**config.mk**
```make
export PLATFORM = sky130hd
export DESIGN_NAME = integer_to_text_any_base_core
export DESIGN_NICKNAME = d
export VERILOG_FILES = /design/src/sv/itoa_pkg.sv /design/src/sv/itoa_ctrl.sv /design/src/sv/itoa_datapath.sv /design/src/sv/integer_to_text_any_base_core.sv
export SDC_FILE = /design/constraint.sdc
export NUM_CORES = 1
export LEC_CHECK = 0
export BUFFER_PORTS_ARGS = -buffer_cell sky130_fd_sc_hd__buf_2
export CELL_PAD_IN_SITES_DETAIL_PLACEMENT = 0
export CELL_PAD_IN_SITES_GLOBAL_PLACEMENT = 2
export CORE_AREA = 2 2 131 229
export DETAILED_ROUTE_END_ITERATION = 10
export DIE_AREA = 0 0 133 231
export PLACE_DENSITY = 0.82
export SYNTH_ARGS = -nofsm -noshare
export SYNTH_HDL_FRONTEND = slang
export SYNTH_SLANG_ARGS = --single-unit
export TNS_END_PERCENT = 100
```
**constraint.sdc**
```tcl
create_clock -name clk -period 21.6 [get_ports clk]
set_input_delay 1.08 -clock clk [delete_from_list [all_inputs] [get_ports clk]]
set_output_delay 1.08 -clock clk [all_outputs]
set_load 0.03 [all_outputs]
```
**src/sv/itoa_pkg.sv**
```systemverilog
// itoa_pkg: shared types, constants and the digit glyph function
// used by the controller, the datapath and the top level of the converter
`timescale 1ns / 1ps
`default_nettype none

package itoa_pkg;

    localparam int CHAR_W      = 7;
    localparam int DIGIT_W     = 6;
    localparam int RADIX_W     = 6;
    localparam int FLAGS_W     = 5;
    localparam int NUMBER_W    = 32;
    localparam int STORE_DEPTH = 32;
    localparam int STORE_AW    = 5;
    localparam int CNT_W       = 6;
    localparam int BITS_PER_CYCLE = 4;

    localparam logic [RADIX_W-1:0] MIN_RADIX     = 6'd2;
    localparam logic [RADIX_W-1:0] MAX_RADIX     = 6'd36;
    localparam logic [RADIX_W-1:0] DEFAULT_RADIX = 6'd10;
    localparam logic [RADIX_W-1:0] BINARY_RADIX  = 6'd2;

    localparam int FLAG_SIGNED  = 0;
    localparam int FLAG_PLUS    = 1;
    localparam int FLAG_MIN_TWO = 2;
    localparam int FLAG_GROUPED = 3;
    localparam int FLAG_UPPER   = 4;

    localparam logic [CHAR_W-1:0] CH_ZERO  = 7'h30;
    localparam logic [CHAR_W-1:0] CH_UPPER = 7'h41;
    localparam logic [CHAR_W-1:0] CH_LOWER = 7'h61;
    localparam logic [CHAR_W-1:0] CH_SPACE = 7'h20;
    localparam logic [CHAR_W-1:0] CH_PLUS  = 7'h2b;
    localparam logic [CHAR_W-1:0] CH_MINUS = 7'h2d;

    typedef enum logic [2:0] {
        CMD_NONE,
        CMD_LOAD,
        CMD_SIGN,
        CMD_DIV,
        CMD_PAD,
        CMD_DIGIT,
        CMD_SPACE
    } dp_cmd_t;

    typedef struct packed {
        logic div_done;
        logic pad_left;
        logic last_digit;
        logic need_space;
    } dp_status_t;

    function automatic logic [CHAR_W-1:0] glyph(input logic [DIGIT_W-1:0] d,
                                                input logic upper);
        logic [CHAR_W-1:0] dx;
        dx = CHAR_W'(d);
        if (d > 6'd9)
        begin
            glyph = dx - 7'd10 + (upper ? CH_UPPER : CH_LOWER);
        end
        else
        begin
            glyph = dx + CH_ZERO;
        end
    endfunction

endpackage

`default_nettype wire

```
**src/sv/itoa_ctrl.sv**
```systemverilog
// itoa_ctrl: sequencing state machine of the converter
// depends on itoa_pkg for the command and status types
`timescale 1ns / 1ps
`default_nettype none

module itoa_ctrl (
    input  wire logic               clk,
    input  wire logic               rst_n,
    input  wire logic               start,
    input  itoa_pkg::dp_status_t    status,
    output itoa_pkg::dp_cmd_t       cmd,
    output logic                    busy
);
    import itoa_pkg::*;

    typedef enum logic [2:0] {
        S_IDLE,
        S_SIGN,
        S_DIV,
        S_PAD,
        S_DIGIT,
        S_SPACE
    } state_t;

    state_t state_reg, state_next;
    logic   busy_reg, busy_next;

    always_comb
    begin
        state_next = state_reg;
        busy_next  = busy_reg;
        cmd        = CMD_NONE;
        unique case (state_reg)
            S_IDLE:
            begin
                if (start)
                begin
                    cmd        = CMD_LOAD;
                    state_next = S_SIGN;
                    busy_next  = 1'b1;
                end
            end
            S_SIGN:
            begin
                cmd        = CMD_SIGN;
                state_next = S_DIV;
            end
            S_DIV:
            begin
                cmd = CMD_DIV;
                if (status.div_done)
                begin
                    state_next = S_PAD;
                end
            end
            S_PAD:
            begin
                if (status.pad_left)
                begin
                    cmd = CMD_PAD;
                end
                else
                begin
                    state_next = S_DIGIT;
                end
            end
            S_DIGIT:
            begin
                cmd = CMD_DIGIT;
                if (status.last_digit)
                begin
                    state_next = S_IDLE;
                    busy_next  = 1'b0;
                end
                else if (status.need_space)
                begin
                    state_next = S_SPACE;
                end
            end
            S_SPACE:
            begin
                cmd        = CMD_SPACE;
                state_next = S_DIGIT;
            end
            default:
            begin
                state_next = S_IDLE;
                busy_next  = 1'b0;
            end
        endcase
    end

    always_ff @(posedge clk or negedge rst_n)
    begin
        if (!rst_n)
        begin
            state_reg <= S_IDLE;
            busy_reg  <= 1'b0;
        end
        else
        begin
            state_reg <= state_next;
            busy_reg  <= busy_next;
        end
    end

    assign busy = busy_reg;

    a_busy_idle: assert property (@(posedge clk) disable iff (!rst_n)
        busy_reg == (state_reg != S_IDLE))
        else $error("busy out of step with state");

    a_last_ends: assert property (@(posedge clk) disable iff (!rst_n)
        (state_reg == S_DIGIT && status.last_digit) |=> (state_reg == S_IDLE))
        else $error("final digit did not end the item");

endmodule

`default_nettype wire

```
**src/sv/itoa_datapath.sv**
```systemverilog
// itoa_datapath: radix divider, digit store and character output register
// depends on itoa_pkg for commands, status, constants and glyph()
`timescale 1ns / 1ps
`default_nettype none

module itoa_datapath #(
    parameter int VALUE_BITS = 32
) (
    input  wire logic                          clk,
    input  wire logic                          rst_n,
    input  wire logic [itoa_pkg::NUMBER_W-1:0] number,
    input  wire logic [itoa_pkg::RADIX_W-1:0]  radix,
    input  wire logic [itoa_pkg::FLAGS_W-1:0]  format_flags,
    input  itoa_pkg::dp_cmd_t                  cmd,
    output itoa_pkg::dp_status_t               status,
    output logic                               char_valid,
    output logic [itoa_pkg::CHAR_W-1:0]        text_char,
    output logic                               last_char
);
    import itoa_pkg::*;

    localparam int DIV_W  = ((VALUE_BITS + BITS_PER_CYCLE - 1) / BITS_PER_CYCLE)
                            * BITS_PER_CYCLE;
    localparam int STEPS  = DIV_W / BITS_PER_CYCLE;
    localparam int STEP_W = (STEPS > 1) ? $clog2(STEPS) : 1;

    logic [DIGIT_W-1:0] digit_store [STORE_DEPTH];

    logic [RADIX_W-1:0] base_reg;
    logic               upper_reg, grouped_reg, small_reg, neg_reg, plus_reg;
    logic [DIV_W-1:0]   quot_reg;
    logic [DIGIT_W-1:0] rem_reg;
    logic [STEP_W-1:0]  step_reg;
    logic [CNT_W-1:0]   cnt_reg;
    logic [1:0]         pad_reg;
    logic [1:0]         phase_reg;
    logic               char_valid_reg, last_char_reg;
    logic [CHAR_W-1:0]  text_char_reg;

    logic [VALUE_BITS+NUMBER_W-1:0] ext;
    logic [VALUE_BITS-1:0]          raw, mag;
    logic                           neg_in, small_in;
    logic [RADIX_W-1:0]             base_in;

    logic [DIV_W-1:0]   div_q;
    logic [DIGIT_W-1:0] div_r;
    logic               div_last, more;
    logic [CNT_W-1:0]   cnt_inc;
    logic [1:0]         pad_calc, group_max;
    logic [DIGIT_W-1:0] rd_digit;

    // operand capture
    always_comb
    begin
        ext      = {{VALUE_BITS{1'b0}}, number};
        raw      = ext[VALUE_BITS-1:0];
        neg_in   = format_flags[FLAG_SIGNED] && raw[VALUE_BITS-1];
        mag      = neg_in ? (~raw + VALUE_BITS'(1)) : raw;
        base_in  = (radix < MIN_RADIX || radix > MAX_RADIX) ? DEFAULT_RADIX : radix;
        small_in = format_flags[FLAG_MIN_TWO] && (mag < VALUE_BITS'(base_in));
    end

    // restoring division, BITS_PER_CYCLE quotient bits per cycle
    always_comb
    begin
        logic [DIGIT_W:0]   r7;
        logic [DIGIT_W-1:0] r;
        logic [DIV_W-1:0]   q;
        r = rem_reg;
        q = quot_reg;
        for (int i = 0; i < BITS_PER_CYCLE; i++)
        begin
            r7 = {r, q[DIV_W-1]};
            q  = {q[DIV_W-2:0], 1'b0};
            if (r7 >= {1'b0, base_reg})
            begin
                r7   = r7 - {1'b0, base_reg};
                q[0] = 1'b1;
            end
            r = r7[DIGIT_W-1:0];
        end
        div_q = q;
        div_r = r;
    end

    always_comb
    begin
        div_last  = (step_reg == STEP_W'(STEPS - 1));
        cnt_inc   = cnt_reg + CNT_W'(1);
        more      = (div_q != '0) && (cnt_reg != CNT_W'(STORE_DEPTH - 1));
        group_max = (base_reg == BINARY_RADIX) ? 2'd3 : 2'd2;
        if (small_reg)
        begin
            pad_calc = 2'd1;
        end
        else if (base_reg == BINARY_RADIX || grouped_reg)
        begin
            pad_calc = ~cnt_inc[1:0] + 2'd1;
        end
        else
        begin
            pad_calc = 2'd0;
        end
        rd_digit = digit_store[STORE_AW'(cnt_reg - CNT_W'(1))];

        status.div_done   = div_last && !more;
        status.pad_left   = (pad_reg != 2'd0);
        status.last_digit = (cnt_reg == CNT_W'(1));
        status.need_space = grouped_reg && (cnt_reg > CNT_W'(1)) && (phase_reg == 2'd0);
    end

    always_ff @(posedge clk)
    begin
        if (cmd == CMD_DIV && div_last)
        begin
            digit_store[cnt_reg[STORE_AW-1:0]] <= div_r;
        end
    end

    always_ff @(posedge clk)
    begin
        if (cmd == CMD_LOAD)
        begin
            upper_reg   <= format_flags[FLAG_UPPER];
            grouped_reg <= format_flags[FLAG_GROUPED];
            small_reg   <= small_in;
            neg_reg     <= neg_in;
            plus_reg    <= format_flags[FLAG_SIGNED] && format_flags[FLAG_PLUS] && !neg_in;
        end
        case (cmd)
            CMD_LOAD:  quot_reg <= DIV_W'(mag);
            CMD_DIV:   quot_reg <= div_q;
            default:   quot_reg <= quot_reg;
        endcase
        case (cmd)
            CMD_SIGN:  text_char_reg <= neg_reg ? CH_MINUS : CH_PLUS;
            CMD_PAD:   text_char_reg <= CH_ZERO;
            CMD_DIGIT: text_char_reg <= glyph(rd_digit, upper_reg);
            CMD_SPACE: text_char_reg <= CH_SPACE;
            default:   text_char_reg <= text_char_reg;
        endcase
    end

    always_ff @(posedge clk or negedge rst_n)
    begin
        if (!rst_n)
        begin
            base_reg       <= DEFAULT_RADIX;
            rem_reg        <= '0;
            step_reg       <= '0;
            cnt_reg        <= '0;
            pad_reg        <= '0;
            phase_reg      <= '0;
            char_valid_reg <= 1'b0;
            last_char_reg  <= 1'b0;
        end
        else
        begin
            char_valid_reg <= 1'b0;
            last_char_reg  <= 1'b0;
            case (cmd)
                CMD_LOAD:
                begin
                    base_reg  <= base_in;
                    rem_reg   <= '0;
                    step_reg  <= '0;
                    cnt_reg   <= '0;
                    pad_reg   <= '0;
                    phase_reg <= '0;
                end
                CMD_SIGN:
                begin
                    char_valid_reg <= neg_reg || plus_reg;
                end
                CMD_DIV:
                begin
                    if (div_last)
                    begin
                        rem_reg  <= '0;
                        step_reg <= '0;
                        cnt_reg  <= cnt_inc;
                        if (more)
                        begin
                            phase_reg <= (phase_reg == group_max) ? 2'd0 : phase_reg + 2'd1;
                        end
                        else
                        begin
                            pad_reg <= pad_calc;
                        end
                    end
                    else
                    begin
                        rem_reg  <= div_r;
                        step_reg <= step_reg + STEP_W'(1);
                    end
                end
                CMD_PAD:
                begin
                    char_valid_reg <= 1'b1;
                    pad_reg        <= pad_reg - 2'd1;
                end
                CMD_DIGIT:
                begin
                    char_valid_reg <= 1'b1;
                    last_char_reg  <= (cnt_reg == CNT_W'(1));
                    cnt_reg        <= cnt_reg - CNT_W'(1);
                    phase_reg      <= (phase_reg == 2'd0) ? group_max : phase_reg - 2'd1;
                end
                CMD_SPACE:
                begin
                    char_valid_reg <= 1'b1;
                end
                default:
                begin
                end
            endcase
        end
    end

    assign char_valid = char_valid_reg;
    assign text_char  = text_char_reg;
    assign last_char  = last_char_reg;

    a_last_valid: assert property (@(posedge clk) disable iff (!rst_n)
        last_char_reg |-> char_valid_reg)
        else $error("last flag without a character");

    a_cnt_range: assert property (@(posedge clk) disable iff (!rst_n)
        cnt_reg <= CNT_W'(STORE_DEPTH))
        else $error("digit count beyond store depth");

    a_rem_below_base: assert property (@(posedge clk) disable iff (!rst_n)
        rem_reg < base_reg)
        else $error("partial remainder not below base");

endmodule

`default_nettype wire

```
**src/sv/integer_to_text_any_base_core.sv**
```systemverilog
// integer_to_text_any_base_core: top level, value to ASCII text in base 2..36
// order of an item: optional sign, then the pad zeros once the division is done,
// then the digits, most significant first, with a space between groups if grouped
// a new item is accepted only while idle; start is ignored while busy
// busy drops the cycle the last character shows; rst_n clears control, store stays
// characters are strobed by char_valid for one cycle; the receiver cannot stall
`timescale 1ns / 1ps
`default_nettype none

module integer_to_text_any_base_core #(
    parameter int VALUE_BITS = 32
) (
    input  wire logic                          clk,
    input  wire logic                          rst_n,
    input  wire logic                          start,
    output logic                               busy,
    input  wire logic [itoa_pkg::NUMBER_W-1:0] number,
    input  wire logic [itoa_pkg::RADIX_W-1:0]  radix,
    input  wire logic [itoa_pkg::FLAGS_W-1:0]  format_flags,
    output logic                               char_valid,
    output logic [itoa_pkg::CHAR_W-1:0]        text_char,
    output logic                               last_char
);
    import itoa_pkg::*;

    dp_cmd_t    cmd;
    dp_status_t status;

    itoa_ctrl u_ctrl (
        .clk    (clk),
        .rst_n  (rst_n),
        .start  (start),
        .status (status),
        .cmd    (cmd),
        .busy   (busy)
    );

    itoa_datapath #(
        .VALUE_BITS (VALUE_BITS)
    ) u_datapath (
        .clk          (clk),
        .rst_n        (rst_n),
        .number       (number),
        .radix        (radix),
        .format_flags (format_flags),
        .cmd          (cmd),
        .status       (status),
        .char_valid   (char_valid),
        .text_char    (text_char),
        .last_char    (last_char)
    );

endmodule

`default_nettype wire
```
### Yosys cells after proc, flatten, opt, wreduce, memory -nomap -nowiden

Memory sizes are Yosys's and may differ from the RTL's.
Index checks and enable logic that the tools add are counted.

| operators by class | value |
|---|---|
| bitwise operators | 3 |
| reductions and logical operators | 29 |
| $lt $le $gt $ge | 9 |
| mux-type cells | 48 |
| equality and inequality tests | 24 |
| add/sub/neg operators | 15 |

Operators by type and width:

| cell | count |
|---|---|
| case mux 32 bit (2 select lines) | 1 |
| 2-to-1 mux 6 bit | 8 |
| case mux 3 bit (6 select lines) | 2 |
| adder 32 x 1 -> 32 bit (second input constant) | 1 |
| less-than comparator 32 x 6 -> 1 bit | 1 |
| 2-to-1 mux 32 bit | 1 |
| inverter 32 bit | 1 |
| nonzero test 32 bit | 1 |
| >= comparator 7 x 6 -> 1 bit | 4 |
| case mux 7 bit (4 select lines) | 1 |
| 2-to-1 mux 3 bit | 8 |
| subtractor 6 bit | 4 |
| == test 3 bit (second input constant) | 6 |
| case mux 6 bit (3 select lines) | 1 |
| 2-to-1 mux 2 bit | 8 |
| == test 3 x 2 -> 1 bit (second input constant) | 4 |
| case mux 2 bit (3 select lines) | 2 |
| case mux 6 bit (2 select lines) | 1 |
| 2-to-1 mux 1 bit | 11 |
| inequality test 2 bit (second input constant) | 5 |
| logical AND 1 bit | 9 |
| AND reduction 3 bit | 3 |
| adder 6 x 6 -> 7 bit (second input constant) | 1 |
| adder 7 bit | 1 |
| 34 further kinds | 43 |

| storage, ports and cells | value |
|---|---|
| bits in writable memories | 192 |
| memories kept | 1 |
| input bits | 46 |
| register bits after elaboration | 75 |

Memories:

| memory | depth | bits a word | read ports | clocked after memory_dff | wr ports | line | source |
|---|---|---|---|---|---|---|---|
| u_datapath.digit_store | 32 | 6 | 1 | 0 | 1 | itoa_datapath.sv:27 | `logic [DIGIT_W-1:0] digit_store [STORE_DEPTH];` |

### Depth between registers and ports, before layout

Gate-level depths: netlist of the first run.

| depth | value |
|---|---|
| depth in word-level cells | 14 |
| mapped depth | 35 |
| mapped depth without buffers | 34 |

### Cells and area by module

A second synthesis of the first run with hierarchy kept.

| unflattened totals | value |
|---|---|
| cell total of the unflattened synthesis | 1096 |
| area, all modules | 14119.8 um2 |

By module, submodules not included:

| module | area an instance (um2) | sequential area each (um2) | cells each | instances |
|---|---|---|---|---|
| itoa_datapath | 13862.0 | 7764.9 | 1066 | 1 |
| itoa_ctrl | 257.7 | 100.1 | 30 | 1 |

### Least setup slack after synthesis of the first run

Ideal clock, no wire load.

| path | value |
|---|---|
| path kind | register to register |
| start | register u_datapath.base_reg[1] |
| end | memory u_datapath.digit_store[0][3], data pin |
| cell stages (with the launch flop) | 30 |
| path buffers | 2 |
| setup slack | 13226 ps |
| arrival | 7920 ps |
| period minus slack after synthesis | 8374 ps |
| cell sequence | dfstp_2 inv_1 ha_1 nand2_1 o21ai_1 a2111oi_0 mux2_2 ha_1 nand4_1 nor2_1 a2111oi_2 and2_1 buf_2 mux2i_1 ha_1 o21a_1 o31a_1 o31a_1 o21ai_0 o211ai_1 a21oi_2 mux2_2 ha_1 inv_1 a21oi_1 nor3_1 o21a_1 o221a_2 buf_2 o21ai_0 |

| between the ends | value |
|---|---|
| cells in the longest elaborated chain, start to end | 8 |

RTL lines:

| what | line | source |
|---|---|---|
| from (decl) | itoa_datapath.sv:29 | `logic [RADIX_W-1:0] base_reg;` |
| from (signal assigned) | itoa_datapath.sv:164 | `base_reg <= base_in;` |
| subtractor 6 bit / >= comparator 7 x 6 -> 1 bit (equally long branches) | itoa_datapath.sv:77, itoa_datapath.sv:75 |  |
| 2-to-1 mux 6 bit | itoa_datapath.sv:75 | `if (r7 >= {1'b0, base_reg})` |
| subtractor 6 bit / >= comparator 7 x 6 -> 1 bit (equally long branches) | itoa_datapath.sv:77, itoa_datapath.sv:75 |  |
| 2-to-1 mux 6 bit | itoa_datapath.sv:75 |  |
| >= comparator 7 x 6 -> 1 bit / subtractor 6 bit (equally long branches) | itoa_datapath.sv:75, itoa_datapath.sv:77 |  |
| 2-to-1 mux 6 bit | itoa_datapath.sv:75 |  |
| subtractor 6 bit / >= comparator 7 x 6 -> 1 bit (equally long branches) | itoa_datapath.sv:77, itoa_datapath.sv:75 |  |
| 2-to-1 mux 6 bit (*) | itoa_datapath.sv:75 |  |
| net u_datapath.div_r[3] | itoa_datapath.sv:46 | `logic [DIGIT_W-1:0] div_r;` |
| to (decl) | itoa_datapath.sv:27 |  |

Mark *: on every way through the listed nets, which the timed path passes. The rest lies on a longest branch.

### Final worst setup path of the first run

| path | value |
|---|---|
| start | register u_datapath.base_reg[1] |
| end | memory u_datapath.digit_store[8][5], data pin |

| between the ends | value |
|---|---|
| cells in the longest elaborated chain, start to end | 8 |

RTL lines:

| what | line |
|---|---|
| subtractor 6 bit / >= comparator 7 x 6 -> 1 bit (equally long branches) | itoa_datapath.sv:77, itoa_datapath.sv:75 |
| 2-to-1 mux 6 bit | itoa_datapath.sv:75 |
| subtractor 6 bit / >= comparator 7 x 6 -> 1 bit (equally long branches) | itoa_datapath.sv:77, itoa_datapath.sv:75 |
| 2-to-1 mux 6 bit | itoa_datapath.sv:75 |
| subtractor 6 bit / >= comparator 7 x 6 -> 1 bit (equally long branches) | itoa_datapath.sv:77, itoa_datapath.sv:75 |
| 2-to-1 mux 6 bit | itoa_datapath.sv:75 |
| subtractor 6 bit / >= comparator 7 x 6 -> 1 bit (equally long branches) | itoa_datapath.sv:77, itoa_datapath.sv:75 |
| 2-to-1 mux 6 bit (*) | itoa_datapath.sv:75 |
| net u_datapath.div_r[5] | itoa_datapath.sv:46 |

Marked as above.

==> results of run 1 <==
-- worst register-to-register path, delay by kind of cell (launching register included) --
| kind | cells | cell delay, ns |
|---|---|---|
| muxes | 3 | 1.54 |
| AOI/OAI and AO/OA | 14 | 4.29 |
| DFF | 1 | 0.62 |
| adders and majority gates | 4 | 1.39 |
| and+or+nand+nor | 6 | 1.09 |
| buffers and inverters | 1 | 0.20 |
-- cells by family after synthesis --
| group | Yosys count |
|---|---|
| simple gates | 295 |
| flops | 267 |
| compound gates | 200 |
| mux | 87 |
| buf+inv | 80 |
| fa+ha+maj | 53 |
| xor+xnor | 51 |
-- stage by stage --
step | hold WS (ns) | cells | setup slack (ns)
after global placement | 0.4804 | 1440 | 12.54
after detailed placement | 0.4838 | 1440 | 12.14
final | 0.4904 | 1483 | 12.12
after global routing | 0.5275 | 1483 | 11.46
after CTS | 0.4934 | 1483 | 12.13
after floorplan | 0.4629 | 1033 | 13.23
-- cell usage in the layout (no fill, tap or decap), types with 5 or more instances in the layout --
cell type  instances
o21a_1             8
nand4_1            8
a31oi_1           11
nor2_1            99
nand2_1           84
nand3_1           12
mux2i_1           11
nor3_1            14
mux4_2            60
nor4_1             9
nor2b_1           17
o211ai_1           8
clkinv_1           6
edfxtp_1         236
dfrtp_1           28
o21ai_0           69
o31ai_1           11
fa_1               5
a21oi_1           41
buf_2             55
o22ai_1            6
inv_1             37
a22o_1             6
or3_1             11
xnor2_1           18
ha_1              47
mux2_2            10
xor2_1            30
nand2b_1          10
clkbuf_16         25
buf_4             12
-- power breakdown --
| part | switching (µW) | internal, µW |
|---|---|---|
| clock | 188 | 255 |
| combinational | 16.4 | 10.7 |
| sequential | 0 | 554 |
| total | 205 | 819 |
-- worst max-delay path by stage --
stage,slack (ns),startpoint,endpoint
floorplan,13.23,u_datapath.base_reg[1],u_datapath.digit_store[0][3]
global placement,12.54,u_datapath.base_reg[1],u_datapath.rem_reg[2]
detailed placement,12.14,u_datapath.base_reg[1],u_datapath.rem_reg[2]
CTS,12.13,u_datapath.base_reg[1],u_datapath.rem_reg[2]
global route,11.46,u_datapath.base_reg[1],u_datapath.rem_reg[2]
finish,12.12,u_datapath.base_reg[1],u_datapath.digit_store[8][5]
-- final cells by class --
| type | count | share of cell area |
|---|---|---|
| sequential | 267 | 0.5183 |
| clock buffer | 30 | 0.04376 |
| clock inverter | 13 | 0.009808 |
| timing repair buffer | 67 | 0.02407 |
| tap | 382 | 0.03148 |
| inverter | 38 | 0.009396 |
| multi-input combinational | 686 | 0.3631 |
-- per-layer routing --
| metal | vias to the layer above | GRT usage | share of wire |
|---|---|---|---|
| met3 | 52 | 0.02284 | 0.030 |
| met2 | 169 | 0.4579 | 0.59 |
| met4 | 0 | 0.09039 | 0.040 |
| met5 | - | 0 | 0 |
| li1 | 4053 | - | - |
| met1 | 4169 | 0.2142 | 0.33 |
==> out/qor.yml, run 1 <==
status: "completed"
finalMaxSlewViolations: 0
skew_ns: 0.01979
wire_per_inst_um: 22.37
synthAdderAreaFrac: 0.05135
critPathMostFrequentCell: "ha_1"
place.gp.congestion: 0.9636
synth.cell_area_mm2: 0.01364
crit_buf_inv: 1
antenna_cells: 0
min_from: "u_datapath.base_reg[3]"
ys_seq_elements: 267
core_area_mm2: 0.02897
synth_top_area_frac: 0.5194
final_util: 0.5239
ys_top_cells_by_count: "236 x edfxtp_1, 100 x nor2_1, 84 x nand2_1, 71 x o21ai_0, 60 x mux4_2"
crit_path_max_fanout: 33
gr-total-overflow: 0
die_y_um: 231
power_leakage_uw: 0.005182
yosys.area_share.simple: 0.1036
synth_compound_area_frac: 0.09243
rsz0062_at_grt: "no"
synth_top_family_by_area: "multiplexers"
antenna_found_initial: 0
path_class: "register to register"
grt_max_degree: 51
synth-xor-area-share: 0.03329
syn_area_per_cell_um2: 13.21
ant_nets: 0
dieArea_mm2: 0.03072
r2r_start: "u_datapath.base_reg[1]"
setup_violations: 0
crit_family: "compound AO/OA/AOI/OAI gates"
async_reset_ff_frac: 0.1161
cts_tree: "built"
cts.sinks: 267
yosysSeqAreaShare: 0.5764
cts_buffer_depth: 3
post_dp_cell_area_mm2: 0.01437
cts_root_buf: "clkbuf_16"
crit_slowest_cell: "a2111oi_0"
largest_reg_flops: 192
synth_ff_type: "edfxtp_1"
grt_first_pass_wirelength_um: 51120
synth_most_common_cell: "edfxtp_1"
cts_resized: 0
fin_crit_sh: 0.4391
ioPinCount: 56
initial_core_util: 0.4709
vias: 8443
required_ns: 21.78
grt_pass1_vias: 8960
final_area_mm2: 0.01518
register_area_mm2: 0.007869
synth_mux_area_frac: 0.1204
power_density_mw_per_mm2: 67.46
drc: 0
syn_inst: 1033
power.total_uw: 1024
yosysTopAreaCell: "edfxtp_1"
hold_class: "register to register"
synth_edf_count: 236
r2r_slack_ns: 12.12
post_cts_buffers: 0
cp_num_cells: 28
area_growth_pct: 11.26
ff2ff_path_depth: 28
clock.fmax_ghz: 0.1054
port_buffers: 55
clk_pin_slew_worst_paths_ns: 0.07
fill_cells: 2460
min_to: "u_datapath.base_reg[3]"
ys_types: 72
avgViaCountPerCell: 5.693
dp_hpwl_um: 24790
synthTopCellsByArea: "edfxtp_1 52%, mux4_2 9.9%, dfrtp_1 5.3%"
worst_skew_pair.late_latency_ns: 0.54
dieWidth_um: 133
period_minus_slack_ns: 9.485
cp-end-kind: "register"
grtUsageTotal: 0.2206
dr.pass1.iters: 5
r2r-end: "u_datapath.digit_store[8][5]"
yosys_warnings: 0
drv_cap: 0
finalNetCount: 1183
cts.htree.levels: 1
num_rows: 83
numCtsBuffers: 24
max-slew-margin-rel: 0.1240
hold_depth: 2
worst_ep_arrival_time_ns: 9.66
drive_gt1_frac: 0.1817
slowest_delay_ns: 0.95
wl_um: 33170
multi_input_area_mm2: 0.005513
max-vdd-ir-drop_v: 0.00005134
syn_nets: 1132
tightest_slew_ns: 1.314
finalSetupTns_ns: 0
drt_iter0_markers: 453
final_hold_viol_count: 0
postCtsHoldBufs: 0
start_kind: "register"
Note: power is estimated with default switching activity, not from simulation.
==> run 2: changes to the inputs <==
Settings changed: CORE_AREA 2 2 131 229 to 2 2 143 250, DIE_AREA 0 0 133 231 to 0 0 145 252, PLACE_DENSITY 0.82 to 0.72.
Clock period 21.6 ns to 7.8 ns, I/O delays scaled along.
==> run 2 against run 1 <==
  * Count of clock-buffer cells in the layout is 6 lower
  * Via count is 0.85% higher
  * Sequential cell count stayed put
  * Critical path depth is 4 higher
  * Clock skew is 0.011 ns lower
  * Clock power grew to 2.7 times the previous value
  * Critical path type unchanged
==> out/qor.yml, run 2 (synthesis results as in run 1) <==
final_area_mm2: 0.01556  # +2.5%
dieArea_mm2: 0.03654  # +19%
finalNetCount: 1210  # +2.3%
die_y_um: 252  # +9.1%
place.gp.congestion: 0.8648  # -10%
switching_share: 0.2073  # +0.007431
largest_reg_flops: 192  # unchanged
layout_common_cells: "236 x edfxtp_1, 99 x nor2_1, 84 x nand2_1"
tightest_slew_ns: 1.044  # -0.2696 ns
required_ns: 8.22  # -13.56 ns
mostFrequentLayoutCell: "edfxtp_1"
crit_slowest_cell: "dfstp_2"
cts.sinks: 267  # unchanged
grt_max_degree: 50  # -2.0%
pwr-share-clk: 0.424  # -0.009
drc: 0  # unchanged
cts_tree: "built"
skew_ns: 0.009167  # -0.01063 ns
dp_hpwl_um: 26090  # +5.3%
finalSetupTns_ns: 0  # unchanged
final_hold_viol_count: 0  # unchanged
avgViaCountPerCell: 5.365  # -5.8%
cts_buffer_depth: 3  # unchanged
fin_crit_sh: 0.9424  # +0.5032
area_growth_pct: 14.05
period_minus_slack_ns: 7.350  # -2.135 ns
numCtsBuffers: 23  # -4.2%
max-vdd-ir-drop_v: 0.0001146  # +120%
critPathMostFrequentCell: "ha_1"
finalMaxSlewViolations: 0  # unchanged
num_rows: 90  # +8.4%
max-slew-margin-rel: 0.2984  # +0.1744
antenna_cells: 0  # unchanged
power.internal_uw: 2212  # +170%
core_area_mm2: 0.03435  # +19%
final_util: 0.4531  # -0.07087
ioPinCount: 56  # unchanged
switchingPower_uw: 578.4  # +180%
fill_cells: 3122  # +27%
gr-total-overflow: 0  # unchanged
pwr-share-seq: 0.549  # +0.008
hold_class: "primary input to register"
cts.htree.levels: 1  # unchanged
worst_skew_pair.late_latency_ns: 0.53  # about the same
wl_um: 34480  # +3.9%
wire_per_inst_um: 21.72  # -2.9%
dr.pass1.iters: 4  # -1
ant_nets: 0  # unchanged
vias: 8515  # +0.85%
power_leakage_uw: 0.005294  # +2.2%
slowest_delay_ns: 0.53  # -0.42 ns
clock.fmax_ghz: 0.1360  # +29%
grt_first_pass_wirelength_um: 53030  # +3.7%
post_dp_cell_area_mm2: 0.01467  # +2.1%
dieWidth_um: 145  # +9.0%
start_kind: "register"
drv_cap: 0  # unchanged
setup_violations: 0  # unchanged
power_density_mw_per_mm2: 179.3  # +170%
path_class: "register to register"
cts_root_buf: "clkbuf_16"
status: "completed"
antenna_found_initial: 0  # unchanged
drt_iter0_markers: 359  # -21%
comb_power_share: 0.027  # about the same
port_buffers: 55  # unchanged
crit_path_max_fanout: 33  # unchanged
grt_pass1_vias: 8943  # -0.19%
worst_ep_arrival_time_ns: 7.77  # -1.89 ns
grtUsageTotal: 0.1909  # -0.02968
clk_pin_slew_worst_paths_ns: 0.07  # about the same
cp-end-kind: "register"
drive_gt1_frac: 0.2147  # +0.03308
initial_core_util: 0.3973  # -0.07365
run 2: layout make-up:
class	instances	area (µm²)	area share
clock buffer	24	579.3	0.03723
clock inverter	17	188.9	0.01214
inverter	38	142.6	0.009166
multi-input combinational	686	5584	0.3588
sequential	267	7869	0.5057
tap	460	575.6	0.03699
timing repair buffer	95	621.8	0.03996
run 2: metal layers:
metal | global-route usage | vias up | share of wire
met5 | 0 | - | 0
met1 | 0.1872 | 4241 | 0.34
li1 | - | 4097 | -
met4 | 0.07723 | 0 | 0.040
met2 | 0.4008 | 122 | 0.60
met3 | 0.01555 | 55 | 0.020
run 2: worst paths after layout:
check	from	endpoint	slack, ns	depth (start not counted)
min in group asynchronous	rst_n	u_datapath.base_reg[4]	0.48	2
setup / recovery	u_datapath.base_reg[1]	u_datapath.rem_reg[2]	0.45	32
setup reg to reg	u_datapath.base_reg[1]	u_datapath.rem_reg[2]	0.45	32
hold reg to reg	u_datapath.base_reg[3]	u_datapath.base_reg[3]	0.50	2
max in group asynchronous	rst_n	u_datapath.cnt_reg[0]	6.68	2
hold / removal	format_flags[4]	u_datapath.upper_reg	0.06	1
run 2: through the flow:
step | std cells | power (µW) | hold slack (ns) | setup slack, ns
after CTS | 1583 | 2814 | 0.04270 | 0.03536
after detailed placement | 1541 | 1641 | 0.4882 | -0.01658
after floorplan | 1033 | 1604 | 0.09441 | -0.1735
final | 1587 | 2791 | 0.05794 | 0.4495
after global placement | 1541 | 1641 | 0.4901 | 0.1208
after global routing | 1587 | 2876 | 0.03842 | -0.02236
run 2: what timing repair did:
action,CTS,global route
endpoints found under the setup margin,32,204
pin swaps,0,7
hold endpoints to repair,22,0
gates resized for setup,1,23
setup buffers,0,4
hold buffers,1,0
run 2: worst max-delay path, delay by kind of cell, from the launching register on:
family          cells  cell delay [ns]
mux                 4             1.28
flops               1             0.53
fa+ha+maj           4             1.12
buf+inv             6             0.86
simple gates        4             0.63
compound gates     14             2.78
run 2: power by group through the flow:
stage	combinational [µW]	sequential [µW]	clock, µW
2_1_floorplan	40.0	1560	0
3_3_place_gp	76.5	1560	0
3_5_place_dp	77.0	1560	0
4_1_cts	77.9	1530	1200
5_1_grt	85.8	1530	1260
6_report	75.8	1530	1180
==> run 3: changes to the inputs <==
Settings changed: PLACE_DENSITY 0.72 to 0.77.
==> run 3 against run 2 <==
  * Via count grew 1.7%
  * Total power grew 1.6%
  * First-iteration DRC count grew 26%
  * Count of clock-buffer cells in the layout grew 3
  * Die area is the same
  * Cell count grew 0.19%
  * Cell area grew 0.37%
  * Critical path depth shrank 2
  * Sequential power is essentially flat
  * Setup slack lost 0.14 ns
==> out/qor.yml, run 3 (synthesis results as in run 1) <==
ant_nets: 0  # unchanged
cts.htree.levels: 1  # unchanged
crit_family: "compound AO/OA/AOI/OAI gates"
antenna_found_initial: 1  # +1
ioPinCount: 56  # unchanged
grt_first_pass_wirelength_um: 52430  # -1.1%
power_density_mw_per_mm2: 181.6  # +1.3%
worst_skew_pair.late_latency_ns: 0.54  # about the same
dp_hpwl_um: 25480  # -2.4%
wl_um: 34560  # +0.24%
place_inst: 1539  # -0.13%
clk_pin_slew_worst_paths_ns: 0.07  # about the same
hold_class: "primary input to register"
path_class: "register to register"
die_y_um: 252  # unchanged
finalMaxSlewViolations: 0  # unchanged
drc: 0  # unchanged
period_minus_slack_ns: 7.491  # +0.1403 ns
final_util: 0.4548  # +0.001676
crit_slowest_cell: "dfstp_2"
fin_crit_sh: 0.9604  # +0.01799
crit_path_max_fanout: 33  # unchanged
tightest_slew_ns: 1.106  # +0.06154 ns
power_leakage_uw: 0.005336  # +0.80%
place.gp.congestion: 0.8730  # +0.95%
crit_buf_inv: 4  # -2
skew_ns: 0.01530  # +0.006130 ns
grtUsageTotal: 0.1899  # -0.001009
dieArea_mm2: 0.03654  # unchanged
status: "completed"
rsz0062_at_grt: "no"
port_buffers: 55  # unchanged
vias: 8658  # +1.7%
cts_root_buf: "clkbuf_16"
core_area_mm2: 0.03435  # unchanged
dieWidth_um: 145  # unchanged
num_rows: 90  # unchanged
area_growth_pct: 14.47
dr.pass1.iters: 4  # unchanged
clock.fmax_ghz: 0.1335  # -1.9%
cts_buffer_depth: 3  # unchanged
drt_iter0_markers: 451  # +26%
slowest_delay_ns: 0.54  # about the same
setup_violations: 0  # unchanged
final_hold_viol_count: 0  # unchanged
largest_reg_flops: 192  # unchanged
grt_max_degree: 50  # unchanged
initial_core_util: 0.3973  # unchanged
grt_pass1_vias: 9002  # +0.66%
numCtsBuffers: 25  # +8.7%
cts.sinks: 267  # unchanged
required_ns: 8.22  # about the same
start_kind: "register"
cts_tree: "built"
finalNetCount: 1211  # +0.083%
cp-end-kind: "register"
drv_cap: 0  # unchanged
wire_per_inst_um: 21.73  # about the same
drive_gt1_frac: 0.2168  # +0.002085
antenna_cells: 0  # unchanged
layout_common_cells: "236 x edfxtp_1, 99 x nor2_1, 84 x nand2_1"
worst_ep_arrival_time_ns: 7.91  # +0.14 ns
power.total_uw: 2837  # +1.6%
gr-total-overflow: 0  # unchanged
max-vdd-ir-drop_v: 0.0001113  # -2.9%
avgViaCountPerCell: 5.445  # +1.5%
stdcell_count: 1590  # +0.19%
mostFrequentLayoutCell: "edfxtp_1"
max-slew-margin-rel: 0.2603  # -0.03817
[run 3: per-layer routing]
layer | share of wire | track usage | vias to the layer above | routed length (µm)
met2 | 0.57 | 0.3795 | 177 | 19650
met1 | 0.35 | 0.1922 | 4284 | 12010
li1 | - | - | 4119 | -
met4 | 0.052 | 0.09448 | 2 | 1807
met5 | 0.00020 | 0 | - | 7
met3 | 0.031 | 0.02080 | 76 | 1079
[run 3: layout make-up]
cell class,instances,area [µm²]
Multi-Input combinational cell,686,5610
Clock inverter,18,165.2
Fill cell,3053,18730
Tap cell,460,575.6
Inverter,38,142.6
Timing Repair Buffer,94,603.1
Sequential cell,267,7869
Clock buffer,27,653.1
[run 3: repair_timing]
| item | in CTS | in global routing |
|---|---|---|
| resized for setup | 2 | 19 |
| hold buffers | 1 | 0 |
| gates cloned | 0 | 0 |
| buffers inserted | 1 | 4 |
| hold endpoints to repair | 29 | 0 |
| setup endpoints to repair | 131 | 204 |
| pin swaps | 0 | 3 |
[run 3: power breakdown]
| group | switching, µW | total [µW] | internal (µW) |
|---|---|---|---|
| Clock | 548 | 1230 | 679 |
| Combinational | 45.7 | 75.7 | 30.0 |
| Sequential | 0 | 1530 | 1530 |
| Total | 594 | 2840 | 2240 |
[run 3: through the flow]
step	setup WS (ns)	cell area [µm²]	setup TNS, ns	hold slack (ns)
floorplan	-0.1735	13670	-11.10	0.09441
global placement	0.006688	14670	0	0.4816
detailed placement	-0.1107	14670	-7.983	0.4862
CTS	0.03738	15510	0	0.02746
global route	0.01684	15620	0	0.03109
finish	0.3092	15620	0	0.03880
[run 3: worst reg2reg max path: cells and delay by family (launching register included)]
family	cells	cell delay, ns
AO/OA/AOI/OAI	14	2.72
adder cells (fa/ha/maj)	4	1.23
buffers and inverters	4	0.74
flip-flops	1	0.54
multiplexers	4	1.46
AND/OR/NAND/NOR	4	0.67
[run 3: path summary, 6_finish.rpt]
kind,cells past startpoint,slack [ns],to,from
max,30,0.31,u_datapath.rem_reg[5],u_datapath.base_reg[3]
min,1,0.04,u_datapath.grouped_reg,format_flags[3]
max reg2reg,30,0.31,u_datapath.rem_reg[5],u_datapath.base_reg[3]
min reg2reg,2,0.50,u_datapath.base_reg[3],u_datapath.base_reg[3]
max in group asynchronous,2,6.71,u_datapath.cnt_reg[0],rst_n
min in group asynchronous,2,0.46,u_datapath.base_reg[0],rst_n
